## src/hw/rtl/pvsnow_pkg.sv

```systemverilog
// Shared types, constants and the sine table of the snow coverage step.
`timescale 1ns / 1ps

package pvsnow_pkg;

    // Field widths
    localparam int DEPTH_W    = 15;
    localparam int LDEPTH_W   = 14;
    localparam int POA_W      = 11;
    localparam int TILT_W     = 11;
    localparam int TEMP_W     = 11;
    localparam int ROWS_W     = 8;
    localparam int LOSS_W     = 16;
    localparam int COUNT_W    = 16;
    localparam int CFG_DATA_W = 16;
    localparam int CFG_IDX_W  = 3;
    localparam int MUL_W      = 32;

    // Coverage fraction bits used when the top level is not told otherwise
    localparam int COV_FRAC_BITS_DEFAULT = 15;

    // Largest valid depth, 610 cm in 1/16 cm
    localparam int MAX_VALID_DEPTH = 9760;

    // Slide amount divisor is 5 * 2^28: shift by 28, then divide by 5
    localparam int SLIDE_SHIFT = 28;
    localparam longint SLIDE_ROUND = 64'd5 << 27;
    localparam logic [MUL_W-1:0] RECIP_5 = 32'hCCCC_CCCD;
    localparam int RECIP_SHIFT = 34;

    // Loss fraction: (covered << 15 + rows/2) / rows, one quotient bit per step
    localparam int LOSS_SHIFT = 15;
    localparam int LOSS_NUM_W = ROWS_W + LOSS_SHIFT;
    localparam int DIV_STEPS  = LOSS_NUM_W;

    // Configuration register indexes
    typedef enum logic [CFG_IDX_W-1:0] {
        CFG_MODULE_ROWS        = 3'd0,
        CFG_BASE_TILT          = 3'd1,
        CFG_SNOWFALL_THRESHOLD = 3'd2,
        CFG_DEPTH_THRESHOLD    = 3'd3,
        CFG_IRRADIANCE_SLOPE   = 3'd4,
        CFG_SLIDE_RATE         = 3'd5,
        CFG_TIME_STEP          = 3'd6,
        CFG_BAD_VALUE_LIMIT    = 3'd7
    } cfg_reg_t;

    typedef struct packed {
        logic [7:0]  module_rows;
        logic [10:0] base_tilt;
        logic [9:0]  snowfall_threshold;
        logic [9:0]  depth_threshold;
        logic [7:0]  irradiance_slope;
        logic [9:0]  slide_rate;
        logic [10:0] time_step;
        logic [15:0] bad_value_limit;
    } cfg_t;

    // Operand pairs of the shared multiplier
    typedef enum logic [2:0] {
        MUL_THR_TS     = 3'd0,
        MUL_TEMP_SLOPE = 3'd1,
        MUL_RATE_SINE  = 3'd2,
        MUL_PROD_TS    = 3'd3,
        MUL_RECIP      = 3'd4,
        MUL_COV_ROWS   = 3'd5
    } mul_sel_t;

    // Controller to datapath
    typedef struct packed {
        logic     load;
        logic     check;
        logic     snow;
        logic     slide;
        logic     round_amt;
        logic     apply;
        logic     quantize;
        logic     div_step;
        logic     finish;
        mul_sel_t mul_sel;
    } cmd_t;

    // Datapath to controller
    typedef struct packed {
        logic fail;
        logic out_free;
    } status_t;

    // sin of whole degrees 0..90 in Q1.15
    localparam logic [15:0] SINE_Q15 [0:90] = '{
        16'd0,     16'd572,   16'd1144,  16'd1715,  16'd2286,
        16'd2856,  16'd3425,  16'd3993,  16'd4560,  16'd5126,
        16'd5690,  16'd6252,  16'd6813,  16'd7371,  16'd7927,
        16'd8481,  16'd9032,  16'd9580,  16'd10126, 16'd10668,
        16'd11207, 16'd11743, 16'd12275, 16'd12803, 16'd13328,
        16'd13848, 16'd14365, 16'd14876, 16'd15384, 16'd15886,
        16'd16384, 16'd16877, 16'd17364, 16'd17847, 16'd18324,
        16'd18795, 16'd19261, 16'd19720, 16'd20174, 16'd20622,
        16'd21063, 16'd21498, 16'd21926, 16'd22348, 16'd22763,
        16'd23170, 16'd23571, 16'd23965, 16'd24351, 16'd24730,
        16'd25102, 16'd25466, 16'd25822, 16'd26170, 16'd26510,
        16'd26842, 16'd27166, 16'd27482, 16'd27789, 16'd28088,
        16'd28378, 16'd28660, 16'd28932, 16'd29197, 16'd29452,
        16'd29698, 16'd29935, 16'd30163, 16'd30382, 16'd30592,
        16'd30792, 16'd30983, 16'd31164, 16'd31336, 16'd31499,
        16'd31652, 16'd31795, 16'd31928, 16'd32052, 16'd32166,
        16'd32270, 16'd32365, 16'd32449, 16'd32524, 16'd32588,
        16'd32643, 16'd32688, 16'd32723, 16'd32748, 16'd32763,
        16'd32768
    };

    // Sine of a tilt in 1/16 degree, rounded to whole degrees, folded past 90
    function automatic logic [15:0] sine_of_tilt(input logic [TILT_W-1:0] tilt);
        logic [11:0] deg_sum;
        logic [7:0]  deg;
        deg_sum = {1'b0, tilt} + 12'd8;
        deg     = deg_sum[11:4];
        if (deg > 8'd180) begin
            deg = 8'd180;
        end
        if (deg > 8'd90) begin
            deg = 8'd180 - deg;
        end
        return SINE_Q15[deg[6:0]];
    endfunction

endpackage

```

## src/hw/rtl/pvsnow_ctrl.sv

```systemverilog
// Sequencer of the snow coverage step: walks the datapath through one sample.
`timescale 1ns / 1ps

module pvsnow_ctrl (
    input  logic                aclk,
    input  logic                aresetn,
    input  logic                s_tvalid,
    output logic                s_tready,
    input  pvsnow_pkg::status_t status,
    output pvsnow_pkg::cmd_t    cmd
);

    localparam int CNT_W = $clog2(pvsnow_pkg::DIV_STEPS);

    typedef enum logic [3:0] {
        S_IDLE,
        S_CHECK,
        S_SNOW,
        S_SLIDE,
        S_PROD,
        S_ROUND,
        S_RECIP,
        S_APPLY,
        S_ROWS,
        S_COVER,
        S_DIV,
        S_FINISH
    } state_t;

    state_t           state_reg, state_next;
    logic [CNT_W-1:0] cnt_reg, cnt_next;

    // Next state and command decode
    always_comb begin
        state_next  = state_reg;
        cnt_next    = cnt_reg;
        cmd         = '0;
        cmd.mul_sel = pvsnow_pkg::MUL_THR_TS;
        s_tready    = 1'b0;
        unique case (state_reg)
            S_IDLE: begin
                s_tready = 1'b1;
                cmd.load = s_tvalid;
                if (s_tvalid) begin
                    state_next = S_CHECK;
                end
            end
            S_CHECK: begin
                cmd.check   = 1'b1;
                cmd.mul_sel = pvsnow_pkg::MUL_THR_TS;
                state_next  = S_SNOW;
            end
            S_SNOW: begin
                // a failing sample skips straight to its result
                cmd.snow    = !status.fail;
                cmd.mul_sel = pvsnow_pkg::MUL_TEMP_SLOPE;
                state_next  = status.fail ? S_FINISH : S_SLIDE;
            end
            S_SLIDE: begin
                cmd.slide   = 1'b1;
                cmd.mul_sel = pvsnow_pkg::MUL_RATE_SINE;
                state_next  = S_PROD;
            end
            S_PROD: begin
                cmd.mul_sel = pvsnow_pkg::MUL_PROD_TS;
                state_next  = S_ROUND;
            end
            S_ROUND: begin
                cmd.round_amt = 1'b1;
                state_next    = S_RECIP;
            end
            S_RECIP: begin
                cmd.mul_sel = pvsnow_pkg::MUL_RECIP;
                state_next  = S_APPLY;
            end
            S_APPLY: begin
                cmd.apply  = 1'b1;
                state_next = S_ROWS;
            end
            S_ROWS: begin
                cmd.mul_sel = pvsnow_pkg::MUL_COV_ROWS;
                state_next  = S_COVER;
            end
            S_COVER: begin
                cmd.quantize = 1'b1;
                cnt_next     = '0;
                state_next   = S_DIV;
            end
            S_DIV: begin
                cmd.div_step = 1'b1;
                cnt_next     = cnt_reg + 1'b1;
                if (cnt_reg == CNT_W'(pvsnow_pkg::DIV_STEPS - 1)) begin
                    state_next = S_FINISH;
                end
            end
            S_FINISH: begin
                // hold until the output register can take the word
                cmd.finish = status.out_free;
                if (status.out_free) begin
                    state_next = S_IDLE;
                end
            end
            default: begin
                state_next = S_IDLE;
            end
        endcase
    end

    // State and step counter
    always_ff @(posedge aclk) begin
        if (!aresetn) begin
            state_reg <= S_IDLE;
            cnt_reg   <= '0;
        end else begin
            state_reg <= state_next;
            cnt_reg   <= cnt_next;
        end
    end

endmodule

```

## src/hw/rtl/pvsnow_dp.sv

```systemverilog
// Datapath of the snow coverage step: state, shared multiplier, loss divider.
`timescale 1ns / 1ps

module pvsnow_dp #(
    parameter int COVERAGE_FRACTION_BITS = pvsnow_pkg::COV_FRAC_BITS_DEFAULT
) (
    input  logic                aclk,
    input  logic                aresetn,
    input  pvsnow_pkg::cfg_t    cfg,
    input  pvsnow_pkg::cmd_t    cmd,
    output pvsnow_pkg::status_t status,
    input  logic [14:0]         snow_depth,
    input  logic                depth_missing,
    input  logic [10:0]         irradiance,
    input  logic [10:0]         panel_tilt,
    input  logic [10:0]         air_temp,
    input  logic                sun_up,
    input  logic                m_tready,
    output logic                m_tvalid,
    output logic [15:0]         loss_fraction,
    output logic [7:0]          covered_rows,
    output logic                value_ok,
    output logic                model_failed
);

    localparam int F  = COVERAGE_FRACTION_BITS;
    localparam int CW = F + 1;
    localparam int XW = F + 38;
    localparam int NW = pvsnow_pkg::LOSS_NUM_W;
    localparam logic [CW-1:0] FULL    = CW'(1) << F;
    localparam logic [CW-1:0] FULL_M1 = FULL - CW'(1);

    // Sample registers
    logic [14:0] depth_reg;
    logic        missing_reg;
    logic [10:0] poa_reg, tilt_reg, temp_reg;
    logic        sun_reg;

    // Model state
    logic [15:0]   bad_count_reg;
    logic [13:0]   last_depth_reg;
    logic [CW-1:0] coverage_reg;

    // Working registers
    logic [13:0]   depth_eff_reg;
    logic          ok_reg, fail_reg, slide_reg;
    logic [15:0]   sine_reg;
    logic [CW-1:0] cov_work_reg;
    logic [31:0]   y_reg;
    logic [63:0]   mul_reg;
    logic [7:0]    covered_reg, rem_reg;
    logic [NW-1:0] num_reg;
    logic [15:0]   quot_reg;

    // Output register
    logic        m_tvalid_reg;
    logic [15:0] loss_out_reg;
    logic [7:0]  rows_out_reg;
    logic        ok_out_reg, fail_out_reg;

    logic [7:0] rows_eff;
    assign rows_eff = (cfg.module_rows == 8'd0) ? 8'd1 : cfg.module_rows;

    // Depth check and bad count
    logic        bad, can_inc;
    logic [15:0] bad_inc;
    always_comb begin
        bad     = missing_reg || depth_reg[14]
                  || (depth_reg[13:0] > 14'(pvsnow_pkg::MAX_VALID_DEPTH));
        bad_inc = bad_count_reg + 16'd1;
        can_inc = bad && (bad_count_reg != 16'hFFFF);
    end

    // Snowfall and depth threshold tests
    logic [14:0]   diff;
    logic          rise_ok, depth_ok;
    logic [CW-1:0] cov_snow;
    always_comb begin
        diff     = {1'b0, depth_eff_reg} - {1'b0, last_depth_reg};
        rise_ok  = !diff[14] && ({3'b000, diff[13:0], 4'b0000} >= mul_reg[20:0]);
        depth_ok = depth_eff_reg >= 14'(cfg.depth_threshold);
        if (!depth_ok) begin
            cov_snow = '0;
        end else if (rise_ok) begin
            cov_snow = FULL;
        end else begin
            cov_snow = coverage_reg;
        end
    end

    // Sliding test: air_temp * slope + 16 * irradiance > 0
    logic [10:0] temp_mag;
    logic [14:0] poa16;
    logic        slide_now;
    always_comb begin
        temp_mag = temp_reg[10] ? (~temp_reg + 11'd1) : temp_reg;
        poa16    = {poa_reg, 4'b0000};
        if (temp_reg[10]) begin
            slide_now = {4'b0000, poa16} > mul_reg[18:0];
        end else begin
            slide_now = (mul_reg[18:0] != 19'd0) || (poa_reg != 11'd0);
        end
    end

    // Slide amount rounding, then the divide by five through its reciprocal
    logic [XW-1:0] slide_x;
    logic [29:0]   amount;
    always_comb begin
        slide_x = (XW'(mul_reg[36:0]) << F) + XW'(pvsnow_pkg::SLIDE_ROUND);
        amount  = mul_reg[63:pvsnow_pkg::RECIP_SHIFT];
    end

    // Rows covered, rounded up
    logic [CW+8:0] cov_sum;
    logic [7:0]    covered;
    always_comb begin
        cov_sum = (CW+9)'(mul_reg[CW+7:0]) + (CW+9)'(FULL_M1);
        covered = cov_sum[F+7:F];
    end

    // Restoring divide step for the loss fraction
    logic [8:0] trial;
    logic       q_bit;
    always_comb begin
        trial = {rem_reg, num_reg[NW-1]};
        q_bit = trial >= {1'b0, rows_eff};
    end

    // Shared multiplier operands
    logic [31:0] mul_a, mul_b;
    always_comb begin
        mul_a = '0;
        mul_b = '0;
        case (cmd.mul_sel)
            pvsnow_pkg::MUL_THR_TS: begin
                mul_a = 32'(cfg.snowfall_threshold);
                mul_b = 32'(cfg.time_step);
            end
            pvsnow_pkg::MUL_TEMP_SLOPE: begin
                mul_a = 32'(temp_mag);
                mul_b = 32'(cfg.irradiance_slope);
            end
            pvsnow_pkg::MUL_RATE_SINE: begin
                mul_a = 32'(cfg.slide_rate);
                mul_b = 32'(sine_reg);
            end
            pvsnow_pkg::MUL_PROD_TS: begin
                mul_a = 32'(mul_reg[25:0]);
                mul_b = 32'(cfg.time_step);
            end
            pvsnow_pkg::MUL_RECIP: begin
                mul_a = y_reg;
                mul_b = pvsnow_pkg::RECIP_5;
            end
            pvsnow_pkg::MUL_COV_ROWS: begin
                mul_a = 32'(cov_work_reg);
                mul_b = 32'(rows_eff);
            end
            default: begin
                mul_a = '0;
                mul_b = '0;
            end
        endcase
    end

    // Working registers, no reset needed
    always_ff @(posedge aclk) begin
        mul_reg <= mul_a * mul_b;
        if (cmd.load) begin
            depth_reg   <= snow_depth;
            missing_reg <= depth_missing;
            poa_reg     <= irradiance;
            tilt_reg    <= panel_tilt;
            temp_reg    <= air_temp;
            sun_reg     <= sun_up;
        end
        if (cmd.check) begin
            depth_eff_reg <= bad ? 14'd0 : depth_reg[13:0];
            ok_reg        <= !bad;
        end
        if (cmd.snow) begin
            cov_work_reg <= cov_snow;
            sine_reg     <= pvsnow_pkg::sine_of_tilt(sun_reg ? tilt_reg : cfg.base_tilt);
        end
        if (cmd.slide) begin
            slide_reg <= slide_now;
        end
        if (cmd.round_amt) begin
            y_reg <= 32'(slide_x[XW-1:pvsnow_pkg::SLIDE_SHIFT]);
        end
        if (cmd.apply && slide_reg) begin
            cov_work_reg <= (amount >= 30'(cov_work_reg)) ? '0
                                                          : cov_work_reg - CW'(amount);
        end
        if (cmd.quantize) begin
            covered_reg <= covered;
            rem_reg     <= '0;
            num_reg     <= {covered, {pvsnow_pkg::LOSS_SHIFT{1'b0}}} + NW'(rows_eff >> 1);
            quot_reg    <= '0;
        end
        if (cmd.div_step) begin
            rem_reg  <= q_bit ? 8'(trial - {1'b0, rows_eff}) : trial[7:0];
            num_reg  <= num_reg << 1;
            quot_reg <= {quot_reg[14:0], q_bit};
        end
        if (cmd.finish) begin
            loss_out_reg <= fail_reg ? 16'd0 : quot_reg;
            rows_out_reg <= fail_reg ? 8'd0 : covered_reg;
            ok_out_reg   <= ok_reg;
            fail_out_reg <= fail_reg;
        end
    end

    // Model state, failure flag and output valid
    always_ff @(posedge aclk) begin
        if (!aresetn) begin
            bad_count_reg  <= '0;
            last_depth_reg <= '0;
            coverage_reg   <= '0;
            fail_reg       <= 1'b0;
            m_tvalid_reg   <= 1'b0;
        end else begin
            if (cmd.check) begin
                if (can_inc) begin
                    bad_count_reg <= bad_inc;
                end
                fail_reg <= can_inc && (bad_inc == cfg.bad_value_limit);
            end
            // a failed step leaves depth and coverage as they were
            if (cmd.finish && !fail_reg) begin
                last_depth_reg <= depth_eff_reg;
                coverage_reg   <= cov_work_reg;
            end
            if (cmd.finish) begin
                m_tvalid_reg <= 1'b1;
            end else if (m_tready) begin
                m_tvalid_reg <= 1'b0;
            end
        end
    end

    assign status.fail     = fail_reg;
    assign status.out_free = !m_tvalid_reg || m_tready;

    assign m_tvalid      = m_tvalid_reg;
    assign loss_fraction = loss_out_reg;
    assign covered_rows  = rows_out_reg;
    assign value_ok      = ok_out_reg;
    assign model_failed  = fail_out_reg;

endmodule

```

## src/hw/rtl/pv_snow_coverage_step.sv

```systemverilog
// Top level of the snow coverage step: ports, configuration registers, checks.
`timescale 1ns / 1ps

// Takes one weather sample per word and returns one result word per sample:
// the loss fraction (Q1.15) and module rows covered by snow, a valid-depth
// flag and a failure flag raised when the bad-depth count reaches its limit.
// A sample is worked one at a time: the result enters the output register once
// the sample's steps are done, and the next sample can be accepted in the cycle
// after; a failing sample skips straight to its result. Most of the work is the
// loss-fraction divider, which retires one of 23 quotient bits per
// cycle; the remaining steps run through one 32x32 multiplier shared by all
// products. A waiting result does not block the next sample from being taken.
// Configuration writes are always accepted and must only be issued while the
// block holds no sample in flight.
module pv_snow_coverage_step #(
    parameter int COVERAGE_FRACTION_BITS = pvsnow_pkg::COV_FRAC_BITS_DEFAULT
) (
    input  logic        aclk,
    input  logic        aresetn,
    // sample input
    input  logic        s_tvalid,
    output logic        s_tready,
    // snow_depth[14:0], irradiance[25:15], panel_tilt[36:26], air_temp[47:37],
    // sun_up[48], zero[55:49]
    input  logic [55:0] s_tdata,
    // depth_missing[0]
    input  logic [0:0]  s_tuser,
    // result output
    output logic        m_tvalid,
    input  logic        m_tready,
    // loss_fraction[15:0], covered_rows[23:16]
    output logic [23:0] m_tdata,
    // value_ok[0], model_failed[1]
    output logic [1:0]  m_tuser,
    // configuration writes
    input  logic        cfg_valid,
    output logic        cfg_ready,
    input  logic [2:0]  cfg_index,
    input  logic [15:0] cfg_data
);

    pvsnow_pkg::cfg_t    cfg_reg;
    pvsnow_pkg::cmd_t    cmd;
    pvsnow_pkg::status_t status;

    logic [15:0] loss_fraction;
    logic [7:0]  covered_rows;
    logic        value_ok, model_failed;

    // Configuration register file
    assign cfg_ready = 1'b1;

    always_ff @(posedge aclk) begin
        if (!aresetn) begin
            cfg_reg.module_rows        <= 8'd2;
            cfg_reg.base_tilt          <= 11'd480;
            cfg_reg.snowfall_threshold <= 10'd16;
            cfg_reg.depth_threshold    <= 10'd16;
            cfg_reg.irradiance_slope   <= 8'd80;
            cfg_reg.slide_rate         <= 10'd504;
            cfg_reg.time_step          <= 11'd16;
            cfg_reg.bad_value_limit    <= 16'd500;
        end else if (cfg_valid && cfg_ready) begin
            unique case (pvsnow_pkg::cfg_reg_t'(cfg_index))
                pvsnow_pkg::CFG_MODULE_ROWS:        cfg_reg.module_rows <= cfg_data[7:0];
                pvsnow_pkg::CFG_BASE_TILT:          cfg_reg.base_tilt <= cfg_data[10:0];
                pvsnow_pkg::CFG_SNOWFALL_THRESHOLD: begin
                    cfg_reg.snowfall_threshold <= cfg_data[9:0];
                end
                pvsnow_pkg::CFG_DEPTH_THRESHOLD: begin
                    cfg_reg.depth_threshold <= cfg_data[9:0];
                end
                pvsnow_pkg::CFG_IRRADIANCE_SLOPE: begin
                    cfg_reg.irradiance_slope <= cfg_data[7:0];
                end
                pvsnow_pkg::CFG_SLIDE_RATE:         cfg_reg.slide_rate <= cfg_data[9:0];
                pvsnow_pkg::CFG_TIME_STEP:          cfg_reg.time_step <= cfg_data[10:0];
                pvsnow_pkg::CFG_BAD_VALUE_LIMIT:    cfg_reg.bad_value_limit <= cfg_data;
            endcase
        end
    end

    // Sequencer
    pvsnow_ctrl u_ctrl (
        .aclk     (aclk),
        .aresetn  (aresetn),
        .s_tvalid (s_tvalid),
        .s_tready (s_tready),
        .status   (status),
        .cmd      (cmd)
    );

    // Datapath
    pvsnow_dp #(
        .COVERAGE_FRACTION_BITS (COVERAGE_FRACTION_BITS)
    ) u_dp (
        .aclk          (aclk),
        .aresetn       (aresetn),
        .cfg           (cfg_reg),
        .cmd           (cmd),
        .status        (status),
        .snow_depth    (s_tdata[14:0]),
        .depth_missing (s_tuser[0]),
        .irradiance    (s_tdata[25:15]),
        .panel_tilt    (s_tdata[36:26]),
        .air_temp      (s_tdata[47:37]),
        .sun_up        (s_tdata[48]),
        .m_tready      (m_tready),
        .m_tvalid      (m_tvalid),
        .loss_fraction (loss_fraction),
        .covered_rows  (covered_rows),
        .value_ok      (value_ok),
        .model_failed  (model_failed)
    );

    assign m_tdata = {covered_rows, loss_fraction};
    assign m_tuser = {model_failed, value_ok};

    // A failure word carries no loss and no valid flag
    assert property (@(posedge aclk) disable iff (!aresetn)
        m_tvalid && m_tuser[1] |-> m_tdata == 24'd0 && !m_tuser[0])
        else $error("failure word with nonzero loss fields");

    // Covered rows never exceed the rows of the array
    assert property (@(posedge aclk) disable iff (!aresetn)
        m_tvalid |-> m_tdata[23:16] <=
            ((cfg_reg.module_rows == 8'd0) ? 8'd1 : cfg_reg.module_rows))
        else $error("covered rows above module rows");

    // Loss fraction stays within one
    assert property (@(posedge aclk) disable iff (!aresetn)
        m_tvalid |-> m_tdata[15:0] <= 16'd32768)
        else $error("loss fraction above one");

    // One sample at a time: no accept right after an accept
    assert property (@(posedge aclk) disable iff (!aresetn)
        s_tvalid && s_tready |=> !s_tready)
        else $error("input ready right after an accepted sample");

endmodule

```

## config.mk

```make
export PLATFORM = sky130hd
export DESIGN_NAME = pv_snow_coverage_step
export DESIGN_NICKNAME = d
export VERILOG_FILES = /design/src/hw/rtl/pvsnow_pkg.sv /design/src/hw/rtl/pvsnow_ctrl.sv /design/src/hw/rtl/pvsnow_dp.sv /design/src/hw/rtl/pv_snow_coverage_step.sv
export SDC_FILE = /design/constraint.sdc
export NUM_CORES = 2
export LEC_CHECK = 0
export BUFFER_PORTS_ARGS = -buffer_cell sky130_fd_sc_hd__buf_2
export CAP_MARGIN = 10
export CORE_UTILIZATION = 40
export CTS_CLUSTER_DIAMETER = 40
export DETAILED_ROUTE_END_ITERATION = 16
export PLACE_DENSITY = 0.66
export SLEW_MARGIN = 20
export SYNTH_ARGS = -nofsm -noshare
export SYNTH_HDL_FRONTEND = slang
export SYNTH_SLANG_ARGS = --single-unit
```

## constraint.sdc

```tcl
create_clock -name aclk -period 11.1 [get_ports aclk]
set_clock_uncertainty 0.15 [all_clocks]
set_input_delay 1.11 -clock aclk [delete_from_list [all_inputs] [get_ports aclk]]
set_output_delay 1.11 -clock aclk [all_outputs]
set_load 0.05 [all_outputs]
```

==> flow_summary.ini <==
[clock_network]
clk_pin_slew_ps = 50
cts.sinks = 397
cts-root-buf = clkbuf_16
htreeDepth = 3
cts_tree = yes
numCtsBuffers = 68
worstSkewPairLatency_ps = 610
cts_resized = 0
clockBufferDepth = 3
postCtsHoldBufs = 0
postCtsSetupBuffers = 0

[logic_synthesis]
syn_area_um2 = 40000
syn_inst = 4355
synth_seq_area_share_pct = 24.9
syn-mean-instance-area_um2 = 9.19
yosysWarnings = 0
ys.flop_type = edfxtp_1
async_flop_share_pct = 0
yosys_register_bits = 397
synth.distinct_cells = 97
synth_edf_count = 200

[sta]
slew_headroom_pct = 18.5
worst_slack_ps = 1100
period_needed_ps = 10000
hold_violations = 0
tns_ps = 0
finalSetupViolations = 0
drv_slew = 0
worst_pin_slew_ps = 1210
fin_crit_sh_pct = 90.1
rsz0062_at_grt = false
max_freq_mhz = 100

[detailed_routing]
avgRoutedWirePerCell_um = 19.4
drtAntennaViolNets = 0
firstDrtPassIters = 7
drc = 0
routed_wl_um = 113000
via_per_inst = 5.32
drt_iter0_drc = 2589
vias = 30935

[floorplan]
die_x_um = 318
pin_count = 110
core_um2 = 98700
dieHeight_um = 318
fp-row-count = 115
die_area_um2 = 101000
start_util_pct = 40.5

[hold_path]
hold_path_class = reg2reg
min_from = u_dp.ok_reg

[setup_path]
crit_path_max_fanout = 18
path_class = reg2reg
startpoint = u_ctrl.state_reg[1]
cp.arrival_ps = 10390
crit-reg2reg-launch = u_ctrl.state_reg[1]
critical-path-slowest-cell = nand4_1
crit_path_start_kind = register
critPathRequiredTime_ps = 11490
endpoint_kind = register
path_common_cell = fa_1
slowest_delay_ps = 780

[global_routing]
first_global_vias = 30958
grt_start_max_net_pins = 90
antenna_found_initial = 0
grt_pass1_wl_um = 178000
grt_use_total_pct = 22.5
overflow = 0

[place]
place_congestion = 0.934
place_hpwl_um = 89300
io_buffers = 98
dp_slack_ps = 1270

[power_and_ir_drop]
p_per_area_nw_per_um2 = 121
p_leak_nw = 20.9
irDropWorstVdd_v = 0.000113

[final_layout]
final_common_cell = inv_1
largest_register_ffs = 81
layout_common_cells = inv_1, nand2_1, fa_1
drive_above_1_share_pct = 7.87
area_delta_synth_final_pct = 11.5
n_antenna_cell = 0
nets = 5375

[flow_run]
maxCapViolations = 0

[status]
outcome = completed
==> layout make-up <==
class	instances	area (um2)
clock buffer	80	1780
clock inverter	46	619
fill	9467	54100
inverter	761	2860
multi-input combinational	3071	26800
sequential	397	9950
tap	1287	1610
timing repair buffer	169	1030
==> kinds of logic after synthesis <==
kind of cell | after synthesis | share of synthesized area [%]
AND/OR/NAND/NOR | 1329 | 15.1
buffers and inverters | 923 | 8.83
multiplexers | 17 | 0.488
flip-flops | 397 | 24.9
adder cells (fa/ha/maj) | 827 | 34.9
other | 2 | 0.0188
XOR/XNOR | 153 | 3.43
AO/OA/AOI/OAI | 707 | 12.3
==> cells in the mapped netlist, drive strengths merged, types with 28 or more instances <==
library cell / number / share of area, %
inv: 760 / 7.1
nand2: 587 / 5.5
fa: 482 / 24
ha: 344 / 11
nor2: 292 / 2.8
edfxtp: 200 / 15
dfxtp: 197 / 9.9
a21oi: 149 / 1.9
clkbuf: 131 / 1.2
a21boi: 108 / 2.0
xnor2: 104 / 2.4
o21ai: 103 / 1.3
nand3: 84 / 1.1
a21o: 71 / 1.3
and2: 68 / 1.1
nor2b: 53 / 0.83
xor2: 49 / 1.1
nor3: 48 / 0.60
nand2b: 37 / 0.58
and3: 36 / 0.56
a22o: 35 / 0.77
buf: 31 / 0.46
nand4: 30 / 0.47
o211ai: 28 / 0.53
==> critical path: cells and delay by family, from the launching register on <==
family	cells	cell delay [ps]
AO/OA/AOI/OAI	5	1260
adder cells (fa/ha/maj)	8	4010
buffers and inverters	6	730
flip-flops	1	630
AND/OR/NAND/NOR	11	3130
==> per-stage QoR <==
stage | hold slack, ps | area (um2) | cells | utilization, % | power (mW)
2_1_floorplan | 250 | 40100 | 4391 | - | 2.77
3_3_place_gp | 262 | 42200 | 5685 | 42.7 | 3.23
3_5_place_dp | 264 | 42200 | 5685 | 42.7 | 3.23
4_1_cts | 281 | 44600 | 5811 | 45.2 | 5.41
5_1_grt | 298 | 44600 | 5811 | 45.2 | 5.68
6_report | 284 | 44600 | 5811 | 45.2 | 5.41
==> layer usage <==
metal / wire (um) / up-vias / GRT usage [%]
met5: 0 / - / 0
met1: 49500 / 15367 / 30.8
met4: 3830 / 0 / 7.40
met3: 7240 / 163 / 3.31
met2: 52100 / 1001 / 36.5
li1: - / 14404 / -
==> report_power, final <==
group          internal [mW]  switching [mW]  total [mW]
Combinational          0.529           0.941        1.47
Clock                   1.34           0.827        2.16
Sequential              1.65           0.122        1.78
==> path summary, 6_finish.rpt <==
path,end,slack [ps],cells after the start
worst max-delay path,u_dp.mul_reg[51],1100,30
worst min-delay path,u_dp.value_ok,280,0
worst max register to register,u_dp.mul_reg[51],1100,30
worst min register to register,u_dp.value_ok,280,0
Power figures use the tool's default switching activity.
